### config.mk
export PLATFORM = sky130hd
export DESIGN_NAME = arc_odometry_integrator_core
export DESIGN_NICKNAME = d
export VERILOG_FILES = /design/src/hdl/arcodo_pkg.sv /design/src/hdl/arc_odometry_integrator_core.sv
export SDC_FILE = /design/constraint.sdc
export NUM_CORES = 2
export LEC_CHECK = 0
export BUFFER_PORTS_ARGS = -buffer_cell sky130_fd_sc_hd__clkbuf_2
export CORE_MARGIN = 1
export CORE_UTILIZATION = 50
export DETAILED_ROUTE_END_ITERATION = 6
export GPL_TIMING_DRIVEN = 0
export HOLD_SLACK_MARGIN = 0.02
export PLACE_DENSITY = 0.72
export SKIP_CTS_REPAIR_TIMING = 1
export SLEW_MARGIN = 15
export SYNTH_ARGS = -nofsm -noshare
export SYNTH_HDL_FRONTEND = slang
export SYNTH_SLANG_ARGS = --single-unit
### constraint.sdc
create_clock -name aclk -period 5.7 [get_ports aclk]
set_input_delay 0.57 -clock aclk [delete_from_list [all_inputs] [get_ports aclk]]
set_output_delay 0.57 -clock aclk [all_outputs]
set_load 0.03 [all_outputs]
### src/hdl/arcodo_pkg.sv
// Shared types and constants for the arc odometry integrator.
// No dependencies; imported by the core and its checker.
package arcodo_pkg;

    typedef enum logic [5:0] {
        ST_IDLE = 6'b000001,
        ST_LOAD = 6'b000010,
        ST_MUL  = 6'b000100,
        ST_DIV  = 6'b001000,
        ST_WB   = 6'b010000,
        ST_UPD  = 6'b100000
    } state_t;

    typedef enum logic [3:0] {
        OP_SPEED,
        OP_DTH,
        OP_SIN,
        OP_VX,
        OP_VY,
        OP_DX,
        OP_DY,
        OP_W,
        OP_AX,
        OP_QX,
        OP_AY,
        OP_QY
    } op_t;

    localparam logic [31:0] QUARTER_TURN     = 32'h4000_0000;
    localparam logic [31:0] TURN_PER_RAD_Q16 = 32'd683565276;
    localparam logic [31:0] SIN_TOP_COEF     = 32'd172273;
    localparam logic [30:0] ONE_Q30          = 31'h4000_0000;
    localparam logic [31:0] HALF_HEADING     = 32'h0000_8000;
    localparam logic [2:0]  SIN_LAST_STEP    = 3'd5;
    localparam logic [5:0]  MUL_LAST         = 6'd31;
    localparam logic [5:0]  DIV_LAST         = 6'd63;

    // Constant term of Horner steps 1 to 4 of the sine polynomial; the product is subtracted from it.
    function automatic logic [31:0] sin_coef(input logic [2:0] k);
        logic [31:0] c;
        case (k)
            3'd1:    c = 32'd5026995;
            3'd2:    c = 32'd85569306;
            3'd3:    c = 32'd693598670;
            3'd4:    c = 32'd1686629713;
            default: c = 32'd0;
        endcase
        return c;
    endfunction

endpackage

### src/hdl/arc_odometry_integrator_core.sv
// Arc odometry integrator core: pose update from encoder pulses and yaw rate.
// Depends on arcodo_pkg; contains its own bit-serial multiplier and divider.
//
// An update on a curved path (nonzero yaw rate) runs more steps than one on
// a straight path (zero yaw rate). A finished result beat is offered in the
// same cycle that the next input beat can first be taken. All products go
// through one shift-add multiplier that retires one multiplier bit per cycle.
// The arc path adds two restoring divisions by the yaw rate at one quotient
// bit per cycle. Twenty-four of the products are the four sine evaluations
// of a quarter-wave polynomial, which make up most of the multiplier work of
// an update. The block holds one update at a time: s_ready is high only while
// the sequencer is idle, and a finished pose waits in the output register so
// that the next item can be accepted before the result is taken. The speed
// register is written through the cfg port, which is always ready, and must
// only be written while no update is in flight.
module arc_odometry_integrator_core
    import arcodo_pkg::*;
#(
    parameter int ANGLE_BITS = 16
) (
    input  logic               aclk,
    input  logic               aresetn,
    input  logic               cfg_valid,
    output logic               cfg_ready,
    input  logic [31:0]        cfg_data,
    input  logic               s_valid,
    output logic               s_ready,
    input  logic signed [15:0] s_pulse_count,
    input  logic signed [23:0] s_yaw_rate,
    input  logic [15:0]        s_elapsed_time,
    output logic               m_valid,
    input  logic               m_ready,
    output logic signed [31:0] m_pos_x,
    output logic signed [31:0] m_pos_y,
    output logic [15:0]        m_heading,
    output logic signed [31:0] m_vel_x,
    output logic signed [31:0] m_vel_y
);

    // Angle bits below the ANGLE_BITS angle resolution are dropped.
    localparam logic [29:0] ANG_MASK = 30'(32'hFFFF_FFFF << (32 - ANGLE_BITS));
    localparam logic signed [63:0] DELTA_LIMIT = 64'sd1 << 40;

    // Control state.
    state_t      state_reg;
    op_t         op_reg;
    logic [2:0]  ksub_reg;
    logic [1:0]  sidx_reg;
    logic [5:0]  cnt_reg;
    logic        m_valid_reg;

    // Configuration and the latched input beat.
    logic [31:0]        spp_reg;
    logic signed [15:0] pulse_reg;
    logic signed [23:0] omega_reg;
    logic [15:0]        dt_reg;

    // Pose state.
    logic signed [31:0] posx_reg;
    logic signed [31:0] posy_reg;
    logic [15:0]        head_reg;

    // Intermediate results.
    logic [47:0]        vmag_reg;
    logic               vneg_reg;
    logic [31:0]        dth_reg;
    logic [30:0]        x2_reg;
    logic [31:0]        t_reg;
    logic signed [31:0] sin_reg [4];
    logic signed [47:0] vx_reg;
    logic signed [47:0] vy_reg;
    logic [60:0]        w_reg;
    logic [63:0]        num_reg;
    logic               numneg_reg;
    logic signed [63:0] dx_reg;
    logic signed [63:0] dy_reg;

    // Shift-add multiplier and restoring divider.
    logic [63:0] ma_reg;
    logic [63:0] mhi_reg;
    logic [31:0] mlo_reg;
    logic [63:0] dn_reg;
    logic [23:0] drem_reg;
    logic [23:0] dd_reg;

    // Output register.
    logic signed [31:0] outx_reg, outy_reg, outvx_reg, outvy_reg;
    logic [15:0]        outh_reg;

    function automatic logic signed [31:0] sat32(input logic signed [63:0] v);
        logic signed [31:0] r;
        if (v > 64'sd2147483647) begin
            r = 32'sh7FFF_FFFF;
        end else if (v < -64'sd2147483648) begin
            r = 32'sh8000_0000;
        end else begin
            r = v[31:0];
        end
        return r;
    endfunction

    function automatic logic signed [63:0] clamp_delta(input logic signed [63:0] d);
        logic signed [63:0] r;
        if (d > DELTA_LIMIT) begin
            r = DELTA_LIMIT;
        end else if (d < -DELTA_LIMIT) begin
            r = -DELTA_LIMIT;
        end else begin
            r = d;
        end
        return r;
    endfunction

    // Magnitudes of the signed operands.
    logic [15:0] pulse_mag;
    logic [23:0] omega_mag;
    logic [47:0] vx_mag, vy_mag;
    logic [31:0] c0_mag, s0_mag;
    logic signed [32:0] diffx, diffy;
    logic [31:0] diffx_mag, diffy_mag;

    assign pulse_mag = pulse_reg[15] ? 16'(-pulse_reg) : 16'(pulse_reg);
    assign omega_mag = omega_reg[23] ? 24'(-omega_reg) : 24'(omega_reg);
    assign vx_mag    = vx_reg[47] ? 48'(-vx_reg) : 48'(vx_reg);
    assign vy_mag    = vy_reg[47] ? 48'(-vy_reg) : 48'(vy_reg);
    assign s0_mag    = sin_reg[0][31] ? 32'(-sin_reg[0]) : 32'(sin_reg[0]);
    assign c0_mag    = sin_reg[1][31] ? 32'(-sin_reg[1]) : 32'(sin_reg[1]);
    assign diffx     = 33'(sin_reg[2]) - 33'(sin_reg[0]);
    assign diffy     = 33'(sin_reg[1]) - 33'(sin_reg[3]);
    assign diffx_mag = diffx[32] ? 32'(-diffx) : 32'(diffx);
    assign diffy_mag = diffy[32] ? 32'(-diffy) : 32'(diffy);

    // Angle that the current sine evaluation works on and its reduced argument.
    logic [31:0] th0, th1, sin_ang;
    logic [29:0] xm;
    logic [30:0] x_val;

    assign th0 = {head_reg, 16'h0000};
    assign th1 = th0 + dth_reg;

    always_comb begin
        case (sidx_reg)
            2'd0:    sin_ang = th0;
            2'd1:    sin_ang = th0 + QUARTER_TURN;
            2'd2:    sin_ang = th1;
            default: sin_ang = th1 + QUARTER_TURN;
        endcase
    end

    assign xm    = sin_ang[29:0] & ANG_MASK;
    assign x_val = sin_ang[30] ? ONE_Q30 - {1'b0, xm} : {1'b0, xm};

    // Multiplier operand selection for the current micro-op.
    logic [63:0] op_a;
    logic [31:0] op_b;

    always_comb begin
        op_a = 64'd0;
        op_b = 32'd0;
        unique case (op_reg)
            OP_SPEED: begin
                op_a = 64'(spp_reg);
                op_b = 32'(pulse_mag);
            end
            OP_DTH: begin
                op_a = 64'(omega_mag);
                op_b = 32'(dt_reg);
            end
            OP_SIN: begin
                if (ksub_reg == 3'd0) begin
                    op_a = 64'(x_val);
                    op_b = 32'(x_val);
                end else if (ksub_reg == 3'd1) begin
                    op_a = 64'(x2_reg);
                    op_b = SIN_TOP_COEF;
                end else if (ksub_reg == SIN_LAST_STEP) begin
                    op_a = 64'(x_val);
                    op_b = t_reg;
                end else begin
                    op_a = 64'(x2_reg);
                    op_b = t_reg;
                end
            end
            OP_VX: begin
                op_a = 64'(vmag_reg);
                op_b = c0_mag;
            end
            OP_VY: begin
                op_a = 64'(vmag_reg);
                op_b = s0_mag;
            end
            OP_DX: begin
                op_a = 64'(vx_mag);
                op_b = 32'(dt_reg);
            end
            OP_DY: begin
                op_a = 64'(vy_mag);
                op_b = 32'(dt_reg);
            end
            OP_W: begin
                op_a = 64'(vmag_reg);
                op_b = TURN_PER_RAD_Q16;
            end
            OP_AX: begin
                op_a = 64'(w_reg);
                op_b = diffx_mag;
            end
            OP_AY: begin
                op_a = 64'(w_reg);
                op_b = diffy_mag;
            end
            default: begin
                op_a = 64'd0;
                op_b = 32'd0;
            end
        endcase
    end

    // Full product and the datapath values derived from it.
    logic [95:0] prod;
    logic [64:0] msum;
    logic [24:0] dshift;
    logic        dge;
    logic [31:0] sin_r;
    logic [31:0] sin_clamped;
    logic [47:0] vel_mag;
    logic [46:0] dstr_mag;
    logic        is_div;
    logic        is_last_op;

    assign prod   = {mhi_reg, mlo_reg};
    assign msum   = {1'b0, mhi_reg} + (mlo_reg[0] ? {1'b0, ma_reg} : 65'd0);
    assign dshift = {drem_reg, dn_reg[63]};
    assign dge    = dshift >= {1'b0, dd_reg};
    assign sin_r  = prod[61:30];
    assign sin_clamped = (sin_r > 32'(ONE_Q30)) ? 32'(ONE_Q30) : sin_r;
    assign vel_mag  = {1'b0, prod[76:30]};
    assign dstr_mag = prod[62:16];
    assign is_div   = (op_reg == OP_QX) || (op_reg == OP_QY);
    assign is_last_op = (op_reg == OP_DY) || (op_reg == OP_QY);

    // Position update with delta clamp and saturation.
    logic signed [63:0] newx, newy;
    logic [31:0]        head_sum;

    assign newx     = 64'(posx_reg) + clamp_delta(dx_reg);
    assign newy     = 64'(posy_reg) + clamp_delta(dy_reg);
    assign head_sum = th0 + dth_reg + HALF_HEADING;

    // Sequencer.
    always_ff @(posedge aclk) begin
        if (!aresetn) begin
            state_reg   <= ST_IDLE;
            op_reg      <= OP_SPEED;
            ksub_reg    <= 3'd0;
            sidx_reg    <= 2'd0;
            cnt_reg     <= 6'd0;
            m_valid_reg <= 1'b0;
        end else begin
            // A finished pose loads the output register once it is free.
            if (state_reg == ST_UPD && (!m_valid_reg || m_ready)) begin
                m_valid_reg <= 1'b1;
            end else if (m_valid_reg && m_ready) begin
                m_valid_reg <= 1'b0;
            end
            unique case (state_reg)
                ST_IDLE: begin
                    if (s_valid) begin
                        state_reg <= ST_LOAD;
                        op_reg    <= OP_SPEED;
                        ksub_reg  <= 3'd0;
                        sidx_reg  <= 2'd0;
                    end
                end
                ST_LOAD: begin
                    cnt_reg   <= 6'd0;
                    state_reg <= is_div ? ST_DIV : ST_MUL;
                end
                ST_MUL: begin
                    cnt_reg <= cnt_reg + 6'd1;
                    if (cnt_reg == MUL_LAST) begin
                        state_reg <= ST_WB;
                    end
                end
                ST_DIV: begin
                    cnt_reg <= cnt_reg + 6'd1;
                    if (cnt_reg == DIV_LAST) begin
                        state_reg <= ST_WB;
                    end
                end
                ST_WB: begin
                    state_reg <= is_last_op ? ST_UPD : ST_LOAD;
                    unique case (op_reg)
                        OP_SPEED: op_reg <= OP_DTH;
                        OP_DTH:   op_reg <= OP_SIN;
                        OP_SIN: begin
                            if (ksub_reg != SIN_LAST_STEP) begin
                                ksub_reg <= ksub_reg + 3'd1;
                            end else begin
                                ksub_reg <= 3'd0;
                                if (sidx_reg == 2'd3) begin
                                    op_reg <= OP_VX;
                                end else begin
                                    sidx_reg <= sidx_reg + 2'd1;
                                end
                            end
                        end
                        OP_VX: op_reg <= OP_VY;
                        OP_VY: op_reg <= (omega_reg == 24'sd0) ? OP_DX : OP_W;
                        OP_DX: op_reg <= OP_DY;
                        OP_W:  op_reg <= OP_AX;
                        OP_AX: op_reg <= OP_QX;
                        OP_QX: op_reg <= OP_AY;
                        OP_AY: op_reg <= OP_QY;
                        default: ;
                    endcase
                end
                ST_UPD: begin
                    // Hold the new pose until the output register is free.
                    if (!m_valid_reg || m_ready) begin
                        state_reg <= ST_IDLE;
                    end
                end
                default: state_reg <= ST_IDLE;
            endcase
        end
    end

    // Configuration register and pose state.
    always_ff @(posedge aclk) begin
        if (!aresetn) begin
            spp_reg  <= 32'd0;
            posx_reg <= 32'sd0;
            posy_reg <= 32'sd0;
            head_reg <= 16'd0;
        end else begin
            if (cfg_valid) begin
                spp_reg <= cfg_data;
            end
            if (state_reg == ST_UPD && (!m_valid_reg || m_ready)) begin
                posx_reg <= sat32(newx);
                posy_reg <= sat32(newy);
                head_reg <= head_sum[31:16];
            end
        end
    end

    // Datapath registers.
    always_ff @(posedge aclk) begin
        if (state_reg == ST_IDLE && s_valid) begin
            pulse_reg <= s_pulse_count;
            omega_reg <= s_yaw_rate;
            dt_reg    <= s_elapsed_time;
        end

        if (state_reg == ST_LOAD) begin
            ma_reg   <= op_a;
            mhi_reg  <= 64'd0;
            mlo_reg  <= op_b;
            dn_reg   <= num_reg;
            drem_reg <= 24'd0;
            dd_reg   <= omega_mag;
        end

        if (state_reg == ST_MUL) begin
            mhi_reg <= msum[64:1];
            mlo_reg <= {msum[0], mlo_reg[31:1]};
        end

        if (state_reg == ST_DIV) begin
            drem_reg <= dge ? 24'(dshift - {1'b0, dd_reg}) : dshift[23:0];
            dn_reg   <= {dn_reg[62:0], dge};
        end

        if (state_reg == ST_WB) begin
            unique case (op_reg)
                OP_SPEED: begin
                    vmag_reg <= prod[47:0];
                    vneg_reg <= pulse_reg[15];
                end
                OP_DTH: dth_reg <= omega_reg[23] ? 32'(-prod[31:0]) : prod[31:0];
                OP_SIN: begin
                    if (ksub_reg == 3'd0) begin
                        x2_reg <= prod[60:30];
                    end else if (ksub_reg == SIN_LAST_STEP) begin
                        sin_reg[sidx_reg] <= sin_ang[31] ? 32'(-sin_clamped) : sin_clamped;
                    end else begin
                        t_reg <= sin_coef(ksub_reg) - prod[61:30];
                    end
                end
                OP_VX: vx_reg <= (vneg_reg ^ sin_reg[1][31]) ? 48'(-vel_mag) : vel_mag;
                OP_VY: vy_reg <= (vneg_reg ^ sin_reg[0][31]) ? 48'(-vel_mag) : vel_mag;
                OP_DX: dx_reg <= vx_reg[47] ? -64'(dstr_mag) : 64'(dstr_mag);
                OP_DY: dy_reg <= vy_reg[47] ? -64'(dstr_mag) : 64'(dstr_mag);
                OP_W:  w_reg  <= prod[76:16];
                OP_AX: begin
                    num_reg    <= {2'b00, prod[91:30]};
                    numneg_reg <= vneg_reg ^ diffx[32];
                end
                OP_AY: begin
                    num_reg    <= {2'b00, prod[91:30]};
                    numneg_reg <= vneg_reg ^ diffy[32];
                end
                OP_QX: dx_reg <= (numneg_reg ^ omega_reg[23]) ? -dn_reg : dn_reg;
                OP_QY: dy_reg <= (numneg_reg ^ omega_reg[23]) ? -dn_reg : dn_reg;
                default: ;
            endcase
        end

        if (state_reg == ST_UPD && (!m_valid_reg || m_ready)) begin
            outx_reg  <= sat32(newx);
            outy_reg  <= sat32(newy);
            outh_reg  <= head_sum[31:16];
            outvx_reg <= sat32(64'(vx_reg));
            outvy_reg <= sat32(64'(vy_reg));
        end
    end

    assign cfg_ready = 1'b1;
    assign s_ready   = (state_reg == ST_IDLE);
    assign m_valid   = m_valid_reg;
    assign m_pos_x   = outx_reg;
    assign m_pos_y   = outy_reg;
    assign m_heading = outh_reg;
    assign m_vel_x   = outvx_reg;
    assign m_vel_y   = outvy_reg;

endmodule

Word-level counts from Yosys, hierarchy flattened
Memories as Yosys holds them, arrays and structs flattened.
Index checks and enable logic that the tools add are counted.

storage, ports and cells
  output and inout bits = 147
  memories kept = 1
  latch bits = 0
  ROM bits = 0
  word-level logic and storage cells = 247
  memory bits (writable) = 128
  register bits after elaboration = 1098

operators by class
  multipliers = 0
  bitwise gates (word level) = 7
  shift operators = 0
  mux-type cells = 83
  equal/unequal tests = 38
  $add $sub $neg = 28
  reductions and logical operators = 38
  magnitude comparators = 14
  divide/modulo/power cells = 0

memory list
  name     words  width  read ports  clocked after Yosys merged registers in  wr ports  line                                source
  sin_reg  4      32     4           0                                        1         arc_odometry_integrator_core.sv:69  logic signed [31:0] sin_reg [4];

operator list
  kind                    count
  $mux 64                 12
  $mux 32                 21
  $pmux 61 s7             1
  $pmux 32 s8             1
  $pmux 64 s2             2
  $neg 32->32             6
  $add 32x64->64          2
  $gt 64x32->1 const B    2
  $gt 64x42->1 const B    2
  $lt 64x32->1 const B    2
  $lt 64x41->1 const B    2
  $mux 31                 4
  $pmux 31 s4             1
  $gt 48x32->1 const B    2
  $lt 48x32->1 const B    2
  $mux 24                 4
  $mux 48                 2
  $neg 48->48             2
  $pmux 32 s3             1
  $mux 47                 2
  $sub 32x32->33          2
  $add 64x64->65          1
  $add 32x31->32 const B  2
  $neg 47->64             1
  62 further kinds        129

Depth between registers and ports, before layout
  word-level depth = 9
  depth in mapped cells = 25

Least setup slack after synthesis
OpenSTA, ideal clock, no wires.

  path kind = register to register
  start point = register state_reg[2]
  end point = register posx_reg[13]
  stages on the path, launching flop included = 9
  data arrival time = 5.807 ns
  setup slack = -0.485 ns
  required time = 5.323 ns
  period minus slack after synthesis = 6.185 ns
  path buffers = 3
  library setup time = 0.377 ns
  cell sequence = dfxtp_1 > nor4_1 > nand3b_1 > nand2b_1 > clkbuf_1 > inv_1 > clkbuf_1 > buf_1 > a311oi_1

between the ends
  word-level cells in the longest chain between the ends = 2

RTL lines
  item                    line                                 source
  start, declared         arc_odometry_integrator_core.sv:45   state_t state_reg;
  start signal, assigned  arc_odometry_integrator_core.sv:277  state_reg <= is_div ? ST_DIV : ST_MUL;
  start signal, assigned  arc_odometry_integrator_core.sv:292  state_reg <= is_last_op ? ST_UPD : ST_LOAD;
  $eq 6x6->1              arc_odometry_integrator_core.sv:340  if (state_reg == ST_UPD && (!m_valid_reg || m_ready)) begin
  $logic_and 1x1->1       arc_odometry_integrator_core.sv:340
  end signal, assigned    arc_odometry_integrator_core.sv:341  posx_reg <= sat32(newx);
  end, declared           arc_odometry_integrator_core.sv:59   logic signed [31:0] posx_reg;

Every way passes these cells.
A chain may end at the register's enable or synchronous reset.

Worst setup path after layout
  start point = register dx_reg[10]
  end point = register posx_reg[6]

between the ends
  word-level cells in the longest chain between the ends = 7
  elaborated cells between the ends (all ways) = 9
  those cells by class = 1 x add/sub; 4 x order compare; 4 x mux

RTL lines
  item                    line                                 source
  start, declared         arc_odometry_integrator_core.sv:75   logic signed [63:0] dx_reg;
  start signal, assigned  arc_odometry_integrator_core.sv:393  OP_DX: dx_reg <= vx_reg[47] ? -64'(dstr_mag) : 64'(dstr_mag);
  start signal, assigned  arc_odometry_integrator_core.sv:404  OP_QX: dx_reg <= (numneg_reg ^ omega_reg[23]) ? -dn_reg : dn_reg;
  $lt 64x41->1            arc_odometry_integrator_core.sv:106  end else if (d < -DELTA_LIMIT) begin
  $mux 64                 arc_odometry_integrator_core.sv:106
  $mux 64 (*)             arc_odometry_integrator_core.sv:104  if (d > DELTA_LIMIT) begin
  $add 32x64->64 (*)      arc_odometry_integrator_core.sv:246  assign newx = 64'(posx_reg) + clamp_delta(dx_reg);
  $lt 64x32->1            arc_odometry_integrator_core.sv:94   end else if (v < -64'sd2147483648) begin
  $mux 32                 arc_odometry_integrator_core.sv:94
  $mux 32 (*)             arc_odometry_integrator_core.sv:92   if (v > 64'sd2147483647) begin

Mark *: on every way between the ends. The rest lies on a longest branch, timed or not.

==> flow_summary_export.csv <==
group,metric,value,unit
global_routing,via_count_of_the_first_global_routing_pass,60800,
yosys,yosys_most_used_dff,"edfxtp_1",
cts,clk_pin_slew_worst_paths,0.06,ns
critical_path,crit_start_category,"flop",
yosys,synth.yosys.seq_area_share,46.2,%
routing,routed-via-count,67300,
cts,insertion_delay,0.82,ns
die,effective_utilization_at_floorplan,50.4,%
cts,clk_path_buf_depth,3,
final_layout,postLayoutCellArea,88700,um^2
global_routing,global_route_overflow,0,
global_routing,grt_antenna_before_repair,21,
global_routing,grt_first_pass_wirelength,431,mm
critical_path,worstPathCellList,"nor4_1, nand4_1, o31ai_4, a41oi_4, nor2_4, buf_12, buf_4, and2_1, ha_2, and4_1, nand3_2, a2111o_1, a211oi_4, o211ai_1, a211o_1, nand2_2, o311ai_4, or4b_4, nor4_4, a31oi_4, a21o_4, buf_8, a311oi_2",
pwr,irDropWorstVdd,368,uV
cts,htree_num_levels,4,
final_layout,layout.nets,8790,
placed_design,placement.setup.worst_slack,-3.16,ns
sta,timing.max_slew.rel_slack,1.91,%
final_layout,multi_input_area,40300,um^2
critical_path,crit_path_arrival_time,7.11,ns
routing,drt_wl_total,314,mm
final_layout,share_of_final_layout_standard_cells_stronger_than_drive_strength_1,12.7,%
sta,max_freq,156,MHz
critical_path,cpPeakStageDelay,0.57,ns
final_layout,n_fill_cell,12800,
yosys,ys_seq_elements,1208,
sta,timing.final.hold_violations,1,
placed_design,place.detailed.hpwl,246,mm
sta,final.setup.tns,-78.03,ns
yosys,synthTopCellsByArea,"edfxtp_1 (43%), xnor2_1 (5.7%), ha_1 (5.6%)",
global_routing,grt_max_degree,86,
die,core_region_area,150000,um^2
final_layout,largest_register_ffs,128,
final_layout,area_delta_synth_final,17.4,%
routing,viasPerCell,6.41,
yosys,distinct_cell_type_count_of_the_synthesized_netlist,98,
outcome,outcome,"finished, violations left",
critical_path,critPathKind,"reg2reg",
outcome,violated_checks,"design-rule violations, negative hold slack, negative setup slack",
yosys,syn-cell-area,75600,um^2
yosys,synth_edf_count,1074,
yosys,synth_fp_nets,8216,
worst_hold_path,min-delay-path-class,"in2reg",
critical_path,worstPathMaxFanout,7,
routing,initialDrtViolationCount,8458,
routing,drtPass1Iterations,7,
yosys,synth.yosys.warnings,0,
die,placement_rows,142,
sta,post-route-period-util,112,%
cts,tritoncts,"yes",
sta,timing_max_transition_violations_final,0,
die,top_level_ports,240,
pwr,p_leak,33.3,nW
pwr,p_per_area,250,nW/um^2
die,die_height,391,um
critical_path,cpMaxStageDelayCell,"or4b_4",
yosys,synthesis.instances,7775,
die,fp.dieW,391,um
cts,cts_inserted_buffers,138,
placed_design,placed_standard_cell_area,80200,um^2
sta,setup-violations-final,126,
cts,clock_sink_count,1208,
sta,clock_skew,0.0480,ns
sta,rsz0062_at_grt,"true",
routing,route.antenna.remaining_nets,0,
cts,cts-root-buf,"clkbuf_16",
sta,final_critical_path_setup_slack,-0.701,ns
run,timing.max_cap.violations,0,
sta,fin_worst_hold_slack,-0.00111,ns
yosys,asyncSetResetFlopFracSynth,0,%
critical_path,timing.critical_path.buf_inv,3,
yosys,yosysTopAreaCell,"edfxtp_1",
placed_design,finalWeightedCongestion,1.06,
yosys,area_fraction_of_the_dominant_cell_type_after_synthesis,42.7,%
routing,post_detailed_route_wirelength_per_cell,29.9,um
yosys,synth.avg_cell_area,9.72,um^2
critical_path,crit_family,"compound AO/OA/AOI/OAI gates",
routing,detailed_route_drc_error_count,15,
critical_path,worst_setup_path_end_kind,"flop",
placed_design,io_buffer_count,237,
critical_path,critical_path_required,6.41,ns
final_layout,final-seq-area,34900,um^2
sta,least_margin_pin_slew,1.46,ns
die,floorplan.die_area,153000,um^2
sta,min_period,6.40,ns
global_routing,grt.total_usage,39.5,%
[worst min-delay path: cells and delay by family]
family | cells | cell delay (ns)
simple gates | 1 | 0.07
buf+inv | 1 | 0.07
mux | 1 | 0.05
[logic make-up (layout without fill, tap and decap cells)]
| family | after synthesis | after routing | share of synthesized area, % |
|---|---|---|---|
| simple gates | 2663 | 2663 | 16.9 |
| compound gates | 2084 | 2084 | 17.9 |
| flops | 1208 | 1208 | 46.2 |
| xor+xnor | 786 | 786 | 9.11 |
| buf+inv | 619 | 1307 | 3.12 |
| fa+ha+maj | 348 | 348 | 5.84 |
| mux | 66 | 66 | 0.876 |
| other cells | 1 | 18 | 0.00496 |
[metrics by stage]
stage / cells / power (W) / util [%]
after global placement: 10000 / 0.0127 / 52.9
after detailed placement: 10100 / 0.0127 / 53.5
after floorplan: 7775 / 0.0116 / -
after global routing: 10500 / 0.0226 / 59.1
final: 10500 / 0.0222 / 59.1
after CTS: 10300 / 0.0220 / 56.6
[synthesized netlist by cell type, types with 39 or more instances]
library cell,number
edfxtp_1,1074
nand2_1,821
nor2_1,711
o21ai_0,587
xnor2_1,494
a21oi_1,476
ha_1,340
clkbuf_1,323
xor2_1,292
inv_1,236
and2_1,187
a21o_1,186
nor3_1,137
nand3_1,136
dfxtp_1,134
o21a_1,116
nand2b_1,103
nand4_1,97
o31ai_1,93
nor4_1,91
or3_1,90
mux2i_1,65
a222oi_1,58
and3_1,58
a31oi_1,53
nor2b_1,51
a211oi_1,49
or4_1,49
o211ai_1,46
o21bai_1,39
[cell usage in the layout, fill, tap and decap left out, types with 115 or more instances in the layout]
| master | synthesis | layout |
|---|---|---|
| edfxtp_1 | 1074 | 1074 |
| ha_1 | 340 | 304 |
| a21o_1 | 186 | 185 |
| nor3_1 | 137 | 127 |
| xnor2_1 | 494 | 481 |
| clkbuf_1 | 323 | 294 |
| nand2_1 | 821 | 816 |
| xor2_1 | 292 | 290 |
| a21oi_1 | 476 | 434 |
| and2_1 | 187 | 167 |
| clkbuf_2 | 0 | 249 |
| clkbuf_16 | 0 | 149 |
| o21a_1 | 116 | 115 |
| dfxtp_1 | 134 | 132 |
| nor2_1 | 711 | 695 |
| o21ai_0 | 587 | 513 |
| inv_1 | 236 | 228 |
| nand3_1 | 136 | 134 |
[power by group]
group          total [W]  switching [W]  internal (W)
Sequential        0.0103       0.000334       0.00994
Clock            0.00940        0.00400       0.00541
Combinational    0.00249        0.00171      0.000784
[area by class of cell]
| class | instances | area share, % |
|---|---|---|
| clock buffer | 161 | 4.09 |
| tap | 2016 | 2.84 |
| inverter | 253 | 1.09 |
| clock inverter | 93 | 1.24 |
| sequential | 1208 | 39.4 |
| antenna | 17 | 0.0480 |
| timing repair buffer | 452 | 4.11 |
| multi-input combinational | 5948 | 45.4 |
| buffer | 348 | 1.80 |
[layer usage]
layer / up-vias / track usage (%) / wire length [um]
li1: 29900 / - / -
met1: 32600 / 51.4 / 121000
met2: 4018 / 59.1 / 135000
met3: 842 / 9.73 / 34600
met4: 12 / 24.2 / 22700
met5: - / 0 / 206
[final timing paths]
check,startpoint,endpoint,slack (ns),cells after the start
worst min-delay path,cfg_data[19],spp_reg[19]$_SDFFE_PN0P_,-0.001,3
worst min register to register,mhi_reg[55]$_SDFFCE_PN0P_,num_reg[57]$_DFFE_PP_,0.48,0
worst max register to register,dx_reg[10]$_DFFE_PP_,posx_reg[6]$_SDFFE_PN0P_,-0.70,23
worst max-delay path,dx_reg[10]$_DFFE_PP_,posx_reg[6]$_SDFFE_PN0P_,-0.70,23
Note: power is estimated with default switching activity, not from simulation.
